`src/tep_pkg.sv`:
```
// Shared types and constants for the tilt estimate / PID drive core.
// Used by the controller, the datapath, the multiplier and the top level.
`timescale 1ns / 1ps
`default_nettype none

package tep_pkg;

  // multiplier geometry: signed A x signed B (n bits of B), wide accumulator
  localparam int MUL_AW = 48;
  localparam int MUL_BW = 32;
  localparam int MUL_PW = 80;
  localparam int MUL_NW = 5;

  // multiplier operand lengths in bits, sign bit included
  localparam logic [MUL_NW-1:0] N_DT   = 5'd25;
  localparam logic [MUL_NW-1:0] N_GAIN = 5'd17;
  localparam logic [MUL_NW-1:0] N_WC   = 5'd18;
  localparam logic [MUL_NW-1:0] N_RAD  = 5'd28;

  localparam logic [MUL_BW-1:0] DEG_TO_RAD_Q32 = 32'd74961321;

  localparam int SQRT_ITERS = 32;
  localparam int DIV_ITERS  = 56;
  localparam int ATAN_DEPTH = 24;
  localparam int CNT_W      = 6;

  // CORDIC angle table, degrees Q16.16
  localparam logic signed [31:0] ATAN_DEG [ATAN_DEPTH] = '{
    32'sd2949120, 32'sd1740967, 32'sd919879, 32'sd466945, 32'sd234379, 32'sd117304,
    32'sd58666, 32'sd29335, 32'sd14668, 32'sd7334, 32'sd3667, 32'sd1833,
    32'sd917, 32'sd458, 32'sd229, 32'sd115, 32'sd57, 32'sd29,
    32'sd14, 32'sd7, 32'sd4, 32'sd2, 32'sd1, 32'sd0
  };

  typedef enum logic [2:0] {
    REG_SETPOINT = 3'd0,
    REG_GAIN_P   = 3'd1,
    REG_GAIN_I   = 3'd2,
    REG_GAIN_D   = 3'd3,
    REG_WEIGHT   = 3'd4,
    REG_TSTEP    = 3'd5,
    REG_LIMIT    = 3'd6,
    REG_NONE     = 3'd7
  } reg_idx_t;

  localparam logic [23:0] RST_SETPOINT = 24'd0;
  localparam logic [15:0] RST_GAIN_P   = 16'd51200;
  localparam logic [15:0] RST_GAIN_I   = 16'd0;
  localparam logic [15:0] RST_GAIN_D   = 16'd0;
  localparam logic [15:0] RST_WEIGHT   = 16'd52429;
  localparam logic [23:0] RST_TSTEP    = 24'd50332;
  localparam logic [7:0]  RST_LIMIT    = 8'd255;

  typedef struct packed {
    logic [23:0] setpoint_angle;
    logic [15:0] gain_p;
    logic [15:0] gain_i;
    logic [15:0] gain_d;
    logic [15:0] filter_weight;
    logic [23:0] time_step;
    logic [7:0]  output_limit;
  } cfg_t;

  typedef enum logic [3:0] {
    OP_IDLE    = 4'd0,
    OP_LOAD    = 4'd1,
    OP_SQ_X    = 4'd2,
    OP_SQ_Y    = 4'd3,
    OP_SQRT    = 4'd4,
    OP_CORDIC  = 4'd5,
    OP_GYRO    = 4'd6,
    OP_BLEND_T = 4'd7,
    OP_BLEND_P = 4'd8,
    OP_ERR     = 4'd9,
    OP_DIV     = 4'd10,
    OP_ISUM    = 4'd11,
    OP_PID_P   = 4'd12,
    OP_PID_I   = 4'd13,
    OP_PID_D   = 4'd14,
    OP_OUT     = 4'd15
  } op_t;

  typedef struct packed {
    op_t              op;
    logic             start;
    logic             run;
    logic [CNT_W-1:0] idx;
  } cmd_t;

  typedef struct packed {
    logic mul_done;
    logic dt_zero;
  } status_t;

endpackage

`default_nettype wire

```
`src/tep_mul.sv`:
```
// Shift-add signed multiplier, one bit of B per cycle, optional accumulate.
// Depends on tep_pkg for the operand and accumulator widths.
`timescale 1ns / 1ps
`default_nettype none

module tep_mul
  import tep_pkg::*;
(
  input  wire logic                     clk,
  input  wire logic                     rst,
  input  wire logic                     start,
  input  wire logic                     clear,
  input  wire logic signed [MUL_AW-1:0] a,
  input  wire logic signed [MUL_BW-1:0] b,
  input  wire logic [MUL_NW-1:0]        n,
  output logic signed [MUL_PW-1:0]      acc,
  output logic                          done
);

  logic                     busy;
  logic [MUL_NW-1:0]        cnt;
  logic [MUL_NW-1:0]        len;
  logic signed [MUL_PW-1:0] as;
  logic signed [MUL_BW-1:0] bs;
  logic                     last;
  logic signed [MUL_PW-1:0] addend;

  assign last = (cnt == len - 1'b1);

  // top bit of B carries negative weight
  always_comb begin
    if (bs[0]) begin
      addend = last ? -as : as;
    end else begin
      addend = '0;
    end
  end

  always_ff @(posedge clk) begin
    if (rst) begin
      busy <= 1'b0;
      done <= 1'b0;
    end else begin
      done <= 1'b0;
      if (start) begin
        busy <= 1'b1;
      end else if (busy && last) begin
        busy <= 1'b0;
        done <= 1'b1;
      end
    end
  end

  always_ff @(posedge clk) begin
    if (start) begin
      cnt <= '0;
      len <= n;
      as  <= MUL_PW'(a);
      bs  <= b;
      if (clear) begin
        acc <= '0;
      end
    end else if (busy) begin
      acc <= acc + addend;
      as  <= as <<< 1;
      bs  <= bs >>> 1;
      cnt <= cnt + 1'b1;
    end
  end

endmodule

`default_nettype wire

```
`src/tep_ctrl.sv`:
```
// Sequencer for the tilt / PID datapath: one step per state, handshakes.
// Depends on tep_pkg for the command and status types.
`timescale 1ns / 1ps
`default_nettype none

module tep_ctrl
  import tep_pkg::*;
#(
  parameter int CORDIC_STEPS = 16
) (
  input  wire logic    clk,
  input  wire logic    rst,
  input  wire logic    sample_valid,
  output logic         sample_stall,
  output logic         result_valid,
  input  wire logic    result_stall,
  input  wire status_t status,
  output cmd_t         cmd
);

  localparam int CSTEPS = (CORDIC_STEPS > ATAN_DEPTH) ? ATAN_DEPTH : CORDIC_STEPS;

  typedef enum logic [14:0] {
    ST_IDLE    = 15'h0001,
    ST_SQ_X    = 15'h0002,
    ST_SQ_Y    = 15'h0004,
    ST_SQRT    = 15'h0008,
    ST_CORDIC  = 15'h0010,
    ST_GYRO    = 15'h0020,
    ST_BLEND_T = 15'h0040,
    ST_BLEND_P = 15'h0080,
    ST_ERR     = 15'h0100,
    ST_DIV     = 15'h0200,
    ST_ISUM    = 15'h0400,
    ST_PID_P   = 15'h0800,
    ST_PID_I   = 15'h1000,
    ST_PID_D   = 15'h2000,
    ST_FINISH  = 15'h4000
  } state_t;

  state_t           state, state_next, succ;
  logic             busy, busy_next;
  logic [CNT_W-1:0] cnt, cnt_next, last_idx;
  logic             result_valid_next;
  logic             is_iter;
  op_t              op;

  always_comb begin
    succ     = ST_IDLE;
    op       = OP_IDLE;
    is_iter  = 1'b0;
    last_idx = '0;
    unique case (state)
      ST_IDLE:    begin succ = ST_SQ_X;    op = OP_LOAD;    end
      ST_SQ_X:    begin succ = ST_SQ_Y;    op = OP_SQ_X;    end
      ST_SQ_Y:    begin succ = ST_SQRT;    op = OP_SQ_Y;    end
      ST_SQRT:    begin
        succ = ST_CORDIC; op = OP_SQRT; is_iter = 1'b1;
        last_idx = CNT_W'(SQRT_ITERS - 1);
      end
      ST_CORDIC:  begin
        succ = ST_GYRO; op = OP_CORDIC; is_iter = 1'b1;
        last_idx = CNT_W'(CSTEPS - 1);
      end
      ST_GYRO:    begin succ = ST_BLEND_T; op = OP_GYRO;    end
      ST_BLEND_T: begin succ = ST_BLEND_P; op = OP_BLEND_T; end
      ST_BLEND_P: begin succ = ST_ERR;     op = OP_BLEND_P; end
      ST_ERR:     begin succ = ST_DIV;     op = OP_ERR;     end
      ST_DIV:     begin
        succ = ST_ISUM; op = OP_DIV; is_iter = 1'b1;
        last_idx = CNT_W'(DIV_ITERS - 1);
      end
      ST_ISUM:    begin succ = ST_PID_P;   op = OP_ISUM;    end
      ST_PID_P:   begin succ = ST_PID_I;   op = OP_PID_P;   end
      ST_PID_I:   begin succ = ST_PID_D;   op = OP_PID_I;   end
      ST_PID_D:   begin succ = ST_FINISH;  op = OP_PID_D;   end
      ST_FINISH:  begin succ = ST_IDLE;    op = OP_OUT;     end
      default:    begin succ = ST_IDLE;    op = OP_IDLE;    end
    endcase
  end

  always_comb begin
    state_next        = state;
    busy_next         = busy;
    cnt_next          = cnt;
    result_valid_next = result_valid && result_stall;
    cmd               = '{op: OP_IDLE, start: 1'b0, run: 1'b0, idx: cnt};
    priority if (state == ST_IDLE) begin
      if (sample_valid) begin
        cmd.op     = OP_LOAD;
        cmd.start  = 1'b1;
        state_next = succ;
      end
    end else if (state == ST_FINISH) begin
      // result register frees up the same cycle it is taken
      if (!result_valid || !result_stall) begin
        cmd.op            = OP_OUT;
        cmd.start         = 1'b1;
        result_valid_next = 1'b1;
        state_next        = succ;
      end
    end else if (!busy) begin
      cmd.op    = op;
      cmd.start = 1'b1;
      busy_next = 1'b1;
      cnt_next  = '0;
      if (state == ST_DIV && status.dt_zero) begin
        busy_next  = 1'b0;
        state_next = succ;
      end
    end else if (!is_iter) begin
      cmd.op = op;
      if (status.mul_done) begin
        busy_next  = 1'b0;
        state_next = succ;
      end
    end else begin
      cmd.op  = op;
      cmd.run = 1'b1;
      if (cnt == last_idx) begin
        busy_next  = 1'b0;
        state_next = succ;
      end else begin
        cnt_next = cnt + 1'b1;
      end
    end
  end

  always_ff @(posedge clk) begin
    if (rst) begin
      state        <= ST_IDLE;
      busy         <= 1'b0;
      cnt          <= '0;
      result_valid <= 1'b0;
    end else begin
      state        <= state_next;
      busy         <= busy_next;
      cnt          <= cnt_next;
      result_valid <= result_valid_next;
    end
  end

  assign sample_stall = (state != ST_IDLE);

endmodule

`default_nettype wire

```
`src/tep_datapath.sv`:
```
// Datapath: sample averaging, square root, CORDIC atan, blend, PID, divider.
// Depends on tep_pkg and instantiates tep_mul.
`timescale 1ns / 1ps
`default_nettype none

module tep_datapath
  import tep_pkg::*;
#(
  parameter int SAMPLE_WIDTH = 16
) (
  input  wire logic                           clk,
  input  wire logic                           rst,
  input  wire cfg_t                           cfg,
  input  wire cmd_t                           cmd,
  output status_t                             status,
  input  wire logic signed [SAMPLE_WIDTH-1:0] accel_x_first,
  input  wire logic signed [SAMPLE_WIDTH-1:0] accel_x_second,
  input  wire logic signed [SAMPLE_WIDTH-1:0] accel_y_first,
  input  wire logic signed [SAMPLE_WIDTH-1:0] accel_y_second,
  input  wire logic signed [SAMPLE_WIDTH-1:0] accel_z_first,
  input  wire logic signed [SAMPLE_WIDTH-1:0] accel_z_second,
  input  wire logic signed [SAMPLE_WIDTH-1:0] rate_y_first,
  input  wire logic signed [SAMPLE_WIDTH-1:0] rate_y_second,
  output logic signed [8:0]                   drive_value,
  output logic [7:0]                          drive_magnitude,
  output logic                                forward,
  output logic signed [31:0]                  tilt_angle
);

  localparam int SW = SAMPLE_WIDTH;

  function automatic logic signed [SW-1:0] avg2(input logic signed [SW-1:0] a,
                                                input logic signed [SW-1:0] b);
    logic signed [SW:0] s;
    s = (SW+1)'(a) + (SW+1)'(b);
    s = s + (SW+1)'(s[SW]);
    return s[SW:1];
  endfunction

  function automatic logic signed [31:0] sat32(input logic signed [MUL_PW-1:0] v);
    if (v > $signed(MUL_PW'(32'h7FFF_FFFF))) begin
      return 32'sh7FFF_FFFF;
    end else if (v < $signed({{(MUL_PW-31){1'b1}}, 31'b0})) begin
      return 32'sh8000_0000;
    end else begin
      return v[31:0];
    end
  endfunction

  function automatic logic signed [39:0] sat40(input logic signed [47:0] v);
    if (v > $signed({9'b0, {39{1'b1}}})) begin
      return {1'b0, {39{1'b1}}};
    end else if (v < $signed({9'h1FF, 39'b0})) begin
      return {1'b1, 39'b0};
    end else begin
      return v[39:0];
    end
  endfunction

  // ---- working registers
  logic signed [SW-1:0] ax, ay, az, gy;
  logic [63:0]          sq_n, root, bit_r;
  logic signed [39:0]   cx, cy;
  logic signed [31:0]   cz;
  logic                 zero_in;
  logic signed [47:0]   t;
  logic signed [31:0]   fused, err, prev_err, deriv;
  logic signed [39:0]   esum;
  logic [55:0]          dq;
  logic [23:0]          drem;
  logic                 dneg;

  // ---- multiplier
  logic                     mul_go, mul_clear, mul_done;
  logic signed [MUL_AW-1:0] mul_a;
  logic signed [MUL_BW-1:0] mul_b;
  logic [MUL_NW-1:0]        mul_n;
  logic signed [MUL_PW-1:0] acc;

  logic signed [31:0] pitch;
  logic signed [33:0] ang_diff;
  logic [16:0]        w_comp;

  assign pitch    = zero_in ? 32'sd0 : cz;
  assign ang_diff = 34'($signed(cfg.setpoint_angle)) - 34'(fused);
  assign w_comp   = 17'h1_0000 - {1'b0, cfg.filter_weight};

  always_comb begin
    mul_go    = 1'b0;
    mul_clear = 1'b0;
    mul_a     = '0;
    mul_b     = '0;
    mul_n     = '0;
    unique case (cmd.op)
      OP_SQ_X: begin
        mul_go = 1'b1; mul_clear = 1'b1;
        mul_a = MUL_AW'(ax); mul_b = MUL_BW'(ax); mul_n = MUL_NW'(SW);
      end
      OP_SQ_Y: begin
        mul_go = 1'b1;
        mul_a = MUL_AW'(ay); mul_b = MUL_BW'(ay); mul_n = MUL_NW'(SW);
      end
      OP_GYRO: begin
        mul_go = 1'b1; mul_clear = 1'b1;
        mul_a = MUL_AW'(gy); mul_b = {8'b0, cfg.time_step}; mul_n = N_DT;
      end
      OP_BLEND_T: begin
        mul_go = 1'b1; mul_clear = 1'b1;
        mul_a = t; mul_b = {16'b0, cfg.filter_weight}; mul_n = N_GAIN;
      end
      OP_BLEND_P: begin
        mul_go = 1'b1;
        mul_a = MUL_AW'(pitch); mul_b = {15'b0, w_comp}; mul_n = N_WC;
      end
      OP_ERR: begin
        mul_go = 1'b1; mul_clear = 1'b1;
        mul_a = MUL_AW'(ang_diff); mul_b = DEG_TO_RAD_Q32; mul_n = N_RAD;
      end
      OP_ISUM: begin
        mul_go = 1'b1; mul_clear = 1'b1;
        mul_a = MUL_AW'(err); mul_b = {8'b0, cfg.time_step}; mul_n = N_DT;
      end
      OP_PID_P: begin
        mul_go = 1'b1; mul_clear = 1'b1;
        mul_a = MUL_AW'(err); mul_b = {16'b0, cfg.gain_p}; mul_n = N_GAIN;
      end
      OP_PID_I: begin
        mul_go = 1'b1;
        mul_a = MUL_AW'(esum); mul_b = {16'b0, cfg.gain_i}; mul_n = N_GAIN;
      end
      OP_PID_D: begin
        mul_go = 1'b1;
        mul_a = MUL_AW'(deriv); mul_b = {16'b0, cfg.gain_d}; mul_n = N_GAIN;
      end
      default: ;
    endcase
  end

  tep_mul u_mul (
    .clk   (clk),
    .rst   (rst),
    .start (mul_go && cmd.start),
    .clear (mul_clear),
    .a     (mul_a),
    .b     (mul_b),
    .n     (mul_n),
    .acc   (acc),
    .done  (mul_done)
  );

  assign status.mul_done = mul_done;
  assign status.dt_zero  = (cfg.time_step == '0);

  // ---- iteration steps
  logic [63:0]        sq_try;
  logic signed [39:0] xsh, ysh;
  logic [4:0]         ci;
  logic [24:0]        d_try;
  logic               d_ge;
  logic signed [32:0] e_diff;
  logic [32:0]        e_mag;
  logic signed [31:0] deriv_q;

  assign sq_try = root + bit_r;
  assign ci     = cmd.idx[4:0];
  assign xsh    = cx >>> ci;
  assign ysh    = cy >>> ci;
  assign d_try  = {drem, dq[55]};
  assign d_ge   = (d_try >= {1'b0, cfg.time_step});
  assign e_diff = 33'(err) - 33'(prev_err);
  assign e_mag  = e_diff[32] ? 33'(-e_diff) : 33'(e_diff);

  always_comb begin
    if (!dneg) begin
      deriv_q = (dq > 56'h7FFF_FFFF) ? 32'sh7FFF_FFFF : $signed(dq[31:0]);
    end else begin
      deriv_q = (dq > 56'h8000_0000) ? 32'sh8000_0000 : $signed(-dq[31:0]);
    end
  end

  // ---- drive
  logic signed [MUL_PW-1:0] tot_adj, tot_q, lim_s;
  logic signed [8:0]        drive;

  assign tot_adj = acc + $signed({{(MUL_PW-24){1'b0}}, {24{acc[MUL_PW-1]}}});
  assign tot_q   = tot_adj >>> 24;
  assign lim_s   = $signed({{(MUL_PW-8){1'b0}}, cfg.output_limit});

  always_comb begin
    priority if (tot_q > lim_s) begin
      drive = 9'(lim_s);
    end else if (tot_q < -lim_s) begin
      drive = 9'(-lim_s);
    end else begin
      drive = 9'(tot_q);
    end
  end

  // ---- estimator / PID state
  always_ff @(posedge clk) begin
    if (rst) begin
      fused    <= '0;
      prev_err <= '0;
      esum     <= '0;
    end else if (mul_done && cmd.op == OP_BLEND_P) begin
      fused <= sat32(acc >>> 16);
    end else if (mul_done && cmd.op == OP_ISUM) begin
      esum     <= sat40(48'(esum) + 48'(acc >>> 24));
      prev_err <= err;
    end
  end

  always_ff @(posedge clk) begin
    unique case (cmd.op)
      OP_LOAD: begin
        if (cmd.start) begin
          ax <= avg2(accel_x_first, accel_x_second);
          ay <= avg2(accel_y_first, accel_y_second);
          az <= avg2(accel_z_first, accel_z_second);
          gy <= avg2(rate_y_first, rate_y_second);
        end
      end
      OP_SQRT: begin
        if (cmd.start) begin
          sq_n    <= {acc[47:0], 16'b0};
          zero_in <= (acc[47:0] == '0) && (az == '0);
          root    <= '0;
          bit_r   <= 64'h4000_0000_0000_0000;
        end else if (cmd.run) begin
          if (sq_n >= sq_try) begin
            sq_n <= sq_n - sq_try;
            root <= (root >> 1) + bit_r;
          end else begin
            root <= root >> 1;
          end
          bit_r <= bit_r >> 2;
        end
      end
      OP_CORDIC: begin
        if (cmd.start) begin
          cx <= 40'(root);
          cy <= -(40'(az) <<< 8);
          cz <= '0;
        end else if (cmd.run) begin
          if (!cy[39]) begin
            cx <= cx + ysh;
            cy <= cy - xsh;
            cz <= cz + ATAN_DEG[ci];
          end else begin
            cx <= cx - ysh;
            cy <= cy + xsh;
            cz <= cz - ATAN_DEG[ci];
          end
        end
      end
      OP_GYRO: begin
        if (mul_done) begin
          t <= 48'(fused) + 48'(acc >>> 8);
        end
      end
      OP_ERR: begin
        if (mul_done) begin
          err <= 32'(acc >>> 32);
        end
      end
      OP_DIV: begin
        if (cmd.start) begin
          deriv <= '0;
          dneg  <= e_diff[32];
          dq    <= {e_mag[31:0], 24'b0};
          drem  <= '0;
        end else if (cmd.run) begin
          drem <= d_ge ? 24'(d_try - {1'b0, cfg.time_step}) : d_try[23:0];
          dq   <= {dq[54:0], d_ge};
        end
      end
      OP_ISUM: begin
        if (cmd.start && !status.dt_zero) begin
          deriv <= deriv_q;
        end
      end
      OP_OUT: begin
        if (cmd.start) begin
          drive_value     <= drive;
          drive_magnitude <= drive[8] ? 8'(-drive) : drive[7:0];
          forward         <= !drive[8] && (drive != '0);
          tilt_angle      <= fused;
        end
      end
      default: ;
    endcase
  end

endmodule

`default_nettype wire

```
`src/tilt_estimate_pid_drive_core.sv`:
```
// Tilt estimate and PID drive core: one result beat per sample beat.
// The shared multiplier works one bit per cycle; the square root and divider are
// bit-serial, and the divider steps are skipped when time_step is zero. One sample
// is processed at a time; the next sample is taken while a result waits.
// Reset (rst, synchronous): registers to defaults, angle and PID state to zero.
`timescale 1ns / 1ps
`default_nettype none

module tilt_estimate_pid_drive_core
  import tep_pkg::*;
#(
  parameter int SAMPLE_WIDTH = 16,
  parameter int CORDIC_STEPS = 16
) (
  input  wire logic                           clk,
  input  wire logic                           rst,
  input  wire logic                           psel,
  input  wire logic                           penable,
  input  wire logic                           pwrite,
  input  wire logic [4:0]                     paddr,
  input  wire logic [31:0]                    pwdata,
  output logic [31:0]                         prdata,
  output logic                                pready,
  input  wire logic                           sample_valid,
  output logic                                sample_stall,
  input  wire logic signed [SAMPLE_WIDTH-1:0] accel_x_first,
  input  wire logic signed [SAMPLE_WIDTH-1:0] accel_x_second,
  input  wire logic signed [SAMPLE_WIDTH-1:0] accel_y_first,
  input  wire logic signed [SAMPLE_WIDTH-1:0] accel_y_second,
  input  wire logic signed [SAMPLE_WIDTH-1:0] accel_z_first,
  input  wire logic signed [SAMPLE_WIDTH-1:0] accel_z_second,
  input  wire logic signed [SAMPLE_WIDTH-1:0] rate_y_first,
  input  wire logic signed [SAMPLE_WIDTH-1:0] rate_y_second,
  output logic                                result_valid,
  input  wire logic                           result_stall,
  output logic signed [8:0]                   drive_value,
  output logic [7:0]                          drive_magnitude,
  output logic                                forward,
  output logic signed [31:0]                  tilt_angle
);

  cfg_t     cfg;
  cmd_t     cmd;
  status_t  status;
  reg_idx_t ridx;
  logic     wr;

  assign pready = 1'b1;
  assign ridx   = reg_idx_t'(paddr[4:2]);
  assign wr     = psel && penable && pwrite;

  always_ff @(posedge clk) begin
    if (rst) begin
      cfg <= '{setpoint_angle: RST_SETPOINT, gain_p: RST_GAIN_P, gain_i: RST_GAIN_I,
               gain_d: RST_GAIN_D, filter_weight: RST_WEIGHT, time_step: RST_TSTEP,
               output_limit: RST_LIMIT};
    end else if (wr) begin
      unique case (ridx)
        REG_SETPOINT: cfg.setpoint_angle <= pwdata[23:0];
        REG_GAIN_P:   cfg.gain_p         <= pwdata[15:0];
        REG_GAIN_I:   cfg.gain_i         <= pwdata[15:0];
        REG_GAIN_D:   cfg.gain_d         <= pwdata[15:0];
        REG_WEIGHT:   cfg.filter_weight  <= pwdata[15:0];
        REG_TSTEP:    cfg.time_step      <= pwdata[23:0];
        REG_LIMIT:    cfg.output_limit   <= pwdata[7:0];
        default: ;
      endcase
    end
  end

  always_comb begin
    unique case (ridx)
      REG_SETPOINT: prdata = {8'b0, cfg.setpoint_angle};
      REG_GAIN_P:   prdata = {16'b0, cfg.gain_p};
      REG_GAIN_I:   prdata = {16'b0, cfg.gain_i};
      REG_GAIN_D:   prdata = {16'b0, cfg.gain_d};
      REG_WEIGHT:   prdata = {16'b0, cfg.filter_weight};
      REG_TSTEP:    prdata = {8'b0, cfg.time_step};
      REG_LIMIT:    prdata = {24'b0, cfg.output_limit};
      default:      prdata = '0;
    endcase
  end

  tep_ctrl #(
    .CORDIC_STEPS (CORDIC_STEPS)
  ) u_ctrl (
    .clk          (clk),
    .rst          (rst),
    .sample_valid (sample_valid),
    .sample_stall (sample_stall),
    .result_valid (result_valid),
    .result_stall (result_stall),
    .status       (status),
    .cmd          (cmd)
  );

  tep_datapath #(
    .SAMPLE_WIDTH (SAMPLE_WIDTH)
  ) u_dp (
    .clk             (clk),
    .rst             (rst),
    .cfg             (cfg),
    .cmd             (cmd),
    .status          (status),
    .accel_x_first   (accel_x_first),
    .accel_x_second  (accel_x_second),
    .accel_y_first   (accel_y_first),
    .accel_y_second  (accel_y_second),
    .accel_z_first   (accel_z_first),
    .accel_z_second  (accel_z_second),
    .rate_y_first    (rate_y_first),
    .rate_y_second   (rate_y_second),
    .drive_value     (drive_value),
    .drive_magnitude (drive_magnitude),
    .forward         (forward),
    .tilt_angle      (tilt_angle)
  );

endmodule

`default_nettype wire

```
`config.mk`:
```
export PLATFORM = sky130hd
export DESIGN_NAME = tilt_estimate_pid_drive_core
export DESIGN_NICKNAME = d
export VERILOG_FILES = /design/src/tep_pkg.sv /design/src/tep_mul.sv /design/src/tep_ctrl.sv /design/src/tep_datapath.sv /design/src/tilt_estimate_pid_drive_core.sv
export SDC_FILE = /design/constraint.sdc
export NUM_CORES = 2
export LEC_CHECK = 0
export ABC_AREA = 1
export BUFFER_PORTS_ARGS = -buffer_cell sky130_fd_sc_hd__clkbuf_2
export CELL_PAD_IN_SITES_DETAIL_PLACEMENT = 0
export CELL_PAD_IN_SITES_GLOBAL_PLACEMENT = 1
export CORE_ASPECT_RATIO = 0.75
export CORE_UTILIZATION = 30
export DETAILED_ROUTE_END_ITERATION = 8
export GPL_TIMING_DRIVEN = 0
export PLACE_DENSITY = 0.59
export SLEW_MARGIN = 20
export SYNTH_ARGS = -nofsm -noshare
export SYNTH_HDL_FRONTEND = slang
export SYNTH_SLANG_ARGS = --single-unit
export TNS_END_PERCENT = 1
```
`constraint.sdc`:
```
create_clock -name clk -period 27.7 [get_ports clk]
set_clock_uncertainty 0.1 [all_clocks]
set_input_delay 5.54 -clock clk [delete_from_list [all_inputs] [get_ports clk]]
set_output_delay 5.54 -clock clk [all_outputs]
set_load 0.005 [all_outputs]
```
Word level (Yosys, flattened, before mapping). Memory sizes are Yosys's and may differ from the RTL's. Index checks and enable logic that the tools add are counted.

$add $sub $neg: 34. Magnitude comparators: 11. Equality and inequality tests: 48. Shift-type cells: 2. Multiplexer cells: 86. Bitwise gates (word level): 4. Reduce and logical (&&, ||, !) cells: 58.

Operators by type and width (count): 2-to-1 mux 80 bit (7); 2-to-1 mux 32 bit (14); one-hot mux 48 bit (9 select lines) (1); 2-to-1 mux 40 bit (8); 2-to-1 mux 64 bit (5); one-hot mux 32 bit (9 select lines) (1); one-hot mux 15 bit (14 select lines) (1); one-hot mux 24 bit (7 select lines) (1); 2-to-1 mux 15 bit (9); 2-to-1 mux 56 bit (2); adder 40 bit (2); adder 80 x 25 -> 80 bit (1); adder 80 bit (1); less-than comparator 56 x 80 -> 1 bit (1); negator 8 -> 80 bit (1); negator 80 bit (1); >>> shifter 40 x 5 -> 40 bit (2); subtractor 40 bit (2); adder 16 x 16 -> 17 bit (4); adder 17 x 1 -> 17 bit (4); adder 63 x 63 -> 64 bit (1); adder 64 x 63 -> 64 bit (1); >= comparator 64 bit (1); greater-than comparator 64 x 32 -> 1 bit (second input constant) (1); 87 further kinds (171).

Memories: 1. Output and inout port bits: 85. Bits in registers: 1031. ROM bits: 1024. Input bits: 172. Logic and storage cells: 289.

Memory list: (name not given) (depth 32, bits a word 32, read ports 1, clocked after memory_dff 0, write ports 0, RTL line tep_datapath.sv:248) `cz <= cz + ATAN_DEG[ci];`.

Longest topological paths before layout.
Depth in word-level cells: 11. Mapped depth: 38. Depth with buffers taken out: 38.

Hierarchy. From an unflattened synthesis, not the netlist that was laid out.

Cell total of the unflattened synthesis: 14378. Area total of the unflattened synthesis: 96936.7 um^2.

By module, submodules not included: tep_datapath (cells each 10561, sequential area each 19468.7 um^2, area an instance 71883.9 um^2, times used 1); tep_mul (cells each 2590, sequential area each 6055.8 um^2, area an instance 17252.8 um^2, times used 1); tilt_estimate_pid_drive_core (cells each 934, sequential area each 2402.3 um^2, area an instance 6055.8 um^2, times used 1); tep_ctrl (cells each 293, sequential area each 460.4 um^2, area an instance 1744.2 um^2, times used 1).

Worst setup path before layout. No wires, ideal clock.

Path type: input to register. Start point: in sample_valid. End point: reg u_dp.drive_magnitude[0], enable pin. Cell stages on the path: 6. Required time: 27.055 ns. Buffers on the path: 0. Slack: 14.233 ns. Setup time: 0.545 ns. Arrival: 12.822 ns. Cells stage by stage: inv_1 nor2_1 o32ai_1 nor2_1 o21ai_0 a311oi_1.

Longest elaborated chain between the ends: 4.

Ends and longest elaborated chain: start, declared (RTL line tilt_estimate_pid_drive_core.sv:24) `input wire logic sample_valid,`; 2-to-1 mux 2 bit (*) (RTL line tep_ctrl.sv:89) `if (sample_valid) begin`; 2-to-1 mux 5 bit (*) (RTL line tep_ctrl.sv:88) `priority if (state == ST_IDLE) begin`; equality test 4 bit (RTL line tep_datapath.sv:214) `unique case (cmd.op)`; AND reduction 2 bit (no source line) (*); end signal, assigned (RTL line tep_datapath.sv:285) `drive_magnitude <= drive[8] ? 8'(-drive) : drive[7:0];`; end, declared (RTL line tep_datapath.sv:25) `output logic [7:0] drive_magnitude,`.

Mark *: on every way between the ends. The rest lies on a longest branch, timed or not. A chain may end at the register's enable or synchronous reset.

Worst setup path in the final report.
Start point: in paddr[4]. End point: out prdata[8].

Longest elaborated chain between the ends: 2. Elaborated cells on any way between the ends: 8. Classes of those cells: 6 x eq/ne; 1 x mux; 1 x reduce/logical.

Ends and longest elaborated chain: start, declared (RTL line tilt_estimate_pid_drive_core.sv:20) `input wire logic [4:0] paddr,`; equality test 3 bit (tied with other cells) (RTL line tilt_estimate_pid_drive_core.sv:72) `unique case (ridx)`; one-hot mux 24 bit (7 select lines) (*) (RTL line tilt_estimate_pid_drive_core.sv:72); end, declared (RTL line tilt_estimate_pid_drive_core.sv:22) `output logic [31:0] prdata,`.

Marked as above.

==> results.toml <==
[power_and_ir_drop]
p_int_mw = 3.52
seq_power_share_pct = 34.1
powerDensity_mw_per_mm2 = 56.6
power.leakage_nw = 45.5
clock_power_share_pct = 31.7
p_comb_share_pct = 34.2
swShare_pct = 40.5
finalPower_mw = 5.92
ir_drop_v = 0.0000519
switchingPower_mw = 2.40

[sta]
rsz0062_at_grt = "no"
drv_slew = 0
fmax_mhz = 71.3
worstMarginPinSlew_ns = 1.30
fin_crit_sh_pct = 50.6
min_period_ns = 14.02
setup_violations = 0
hold_violations = 0
slew_headroom_pct = 13.2
setup_tns_ns = 0

[logic_synthesis]
netlist.area_leader.share_pct = 25.2
synth_seq_cells = 1030
synth_area_leader_cell = "edfxtp_1"
synth_top_flop_cell = "edfxtp_1"
yosysMostFrequentCell = "nand2_1"
ys_types = 87
syn_area_mm2 = 0.0926
synth_cells = 13200
synth_area_leaders = "edfxtp_1 (25%), nand2_1 (11%), ha_1 (9.2%), inv_1 (7.0%), a21oi_1 (6.6%)"
yosys_warnings = 0
synth_edf_count = 776
ys_async_sr_fraction_pct = 0
avgSynthCellArea_um2 = 7.00
synthTopCellsByCount = "nand2_1 (2,793), inv_1 (1,732), nor2_1 (1,374)"
yosysSeqAreaShare_pct = 30.7

[setup_path]
startpoint = "paddr[4]"
cp_data_required_time_ns = 22.06
r2r-start = "u_dp.u_mul.len[0]"
cp_data_arrival_time_ns = 8.38
crit_chain = "clkbuf_2 > inv_1 > nor3_1 > inv_1 > clkbuf_1 > clkbuf_1 > o2111ai_1 > clkbuf_2"
crit_fanout = 10
cp_top_family = "buffers and inverters"
cp_slowest_stage_delay_ns = 0.89
crit_path_start_kind = "input pin"
crit_buf_inv = 6
crit_slowest_cell = "nor3_1"
end_kind = "output port"
critPathKind = "in2out"

[route]
via_per_inst = 5.37
firstDrtPassIters = 6
drt_iter0_drc = 11300
wl_per_cell_um = 26.0
vias = 96100
postRouteAntennaNets = 0
drc = 0
routed_wirelength_um = 464000

[finish]
area_growth_pct = 12.9
drive_above_1_share_pct = 5.88
instances_no_fill = 17900
layout.filler_cells = 33800
fin_nets = 14500

[clocking]
clkSlewWorstSetupHoldPaths_ns = 0.06
cts-root-buf = "clkbuf_16"
htree_levels = 4
cts_hold_buffers = 0
cts.sinks = 1030
cts_buffers = 139
cts_tree = "done"
post_cts_buffers = 0
clk_latency_ns = 0.87
ctsResizeCount = 0
cts_buffer_depth = 4

[die]
rows = 176
pin_count = 257
die_w_um = 643
die_area_mm2 = 0.311
die_y_um = 483
start_util_pct = 30.2
core_mm2 = 0.307

[global_route]
grt_pass1_vias = 88100
grt_max_degree = 70
met1_usage_pct = 44.4
grt_pass1_wl_um = 653000
antenna_found_initial = 54
grt_busiest_layer = "met1"
gr-usage-met3_pct = 4.42
track_usage_pct = 28.8
grt_remaining_overflow = 0
grt_use_met2_pct = 40.1

[placed_design]
dp_hpwl_um = 384000
gp_congestion = 1.04
port_buffers = 236
dp.cells = 17600

[run]
max_cap_viol_count = 0

[hold_path]
worstHoldPathType = "reg2reg"
hp-start = "u_dp.prev_err[12]"

[status]
status = "finished clean"
==> layout make-up <==
class	instances	area [um2]	share of cell area [%]
clock inverters	69	682	0.652
plain buffers	362	1610	1.54
diodes	38	95.1	0.0910
well taps	4094	5120	4.90
inverters	1770	6670	6.38
multi-input cells	10100	56100	53.7
flip-flops and latches	1030	28400	27.2
repair buffers	280	2060	1.97
clock buffers	173	3810	3.65
==> power by group through the flow <==
stage          Sequential, mW  Combinational (mW)  Clock, mW
2_1_floorplan            1.96                1.21          0
3_3_place_gp             2.07                1.94          0
3_5_place_dp             2.04                1.99          0
4_1_cts                  2.01                2.00       1.91
5_1_grt                  2.02                2.21       1.96
6_report                 2.02                2.02       1.88
==> logic make-up (layout without fill, tap and decap cells) <==
logic type,count (synthesis),count (layout),share of synthesized area (%)
AO/OA/AOI/OAI,3299,3299,20.0
multiplexers,33,33,0.357
AND/OR/NAND/NOR,5401,5401,24.5
other,2,47,0.00811
adder cells (fa/ha/maj),693,693,9.48
buffers and inverters,2132,2654,8.91
XOR/XNOR,640,640,6.07
flip-flops,1030,1030,30.7
==> flip-flops by register name, summed over array words and instances, names as in the netlist, 48 cells and up <==
| register | count |
|---|---|
| u_dp.sq_n | 64 |
| u_dp.u_mul.as | 80 |
| cfg | 120 |
| u_dp.u_mul.acc | 80 |
| u_dp.dq | 56 |
| u_dp.t | 48 |
| u_dp.root | 64 |
==> worst paths after layout <==
path                                      endpoint  slack [ns]  cells after the start
worst min register to register   u_dp.prev_err[12]        0.36                      2
worst max register to register  u_dp.u_mul.acc[76]       18.94                     27
worst min-delay path             u_dp.prev_err[12]        0.36                      2
worst max-delay path                     prdata[8]       13.68                      8
==> stage by stage <==
stage | area (um2) | util, % | worst slack, ns | hold WS (ns)
floorplan | 92600 | - | 14.23 | 0.334
global placement | 98900 | 32.2 | 8.26 | 0.350
detailed placement | 99900 | 32.6 | 13.80 | 0.354
CTS | 104000 | 34.0 | 13.80 | 0.362
global route | 104000 | 34.1 | 13.52 | 0.376
finish | 105000 | 34.1 | 13.68 | 0.361
==> tightest hold or removal path: stages, from the launching register on <==
cell and delay [ns]:
dfxtp_1 0.30, inv_1 0.06, a21oi_1 0.06
==> layer usage <==
layer  up-vias  part of all wire, %
met5         -                0.032
met4        22                  3.8
met3       561                  8.2
met2      3986                   39
met1     45600                   49
li1      46000                    -
==> cell usage in the layout (no fill, tap or decap), types with 82 or more instances in the layout <==
cell / synthesis / final
a21oi_1: 1229 / 1229
a31oi_1: 148 / 148
clkbuf_1: 249 / 259
clkbuf_16: 0 / 145
clkbuf_2: 0 / 246
dfxtp_1: 254 / 253
edfxtp_1: 776 / 776
ha_1: 679 / 679
inv_1: 1732 / 1729
nand2_1: 2793 / 2792
nand3_1: 503 / 503
nand4_1: 175 / 175
nor2_1: 1374 / 1369
nor3_1: 215 / 214
nor4_1: 110 / 109
o211ai_1: 82 / 82
o21ai_0: 1226 / 1220
xnor2_1: 197 / 197
xor2_1: 441 / 441
(Power assumes the default switching activity.)
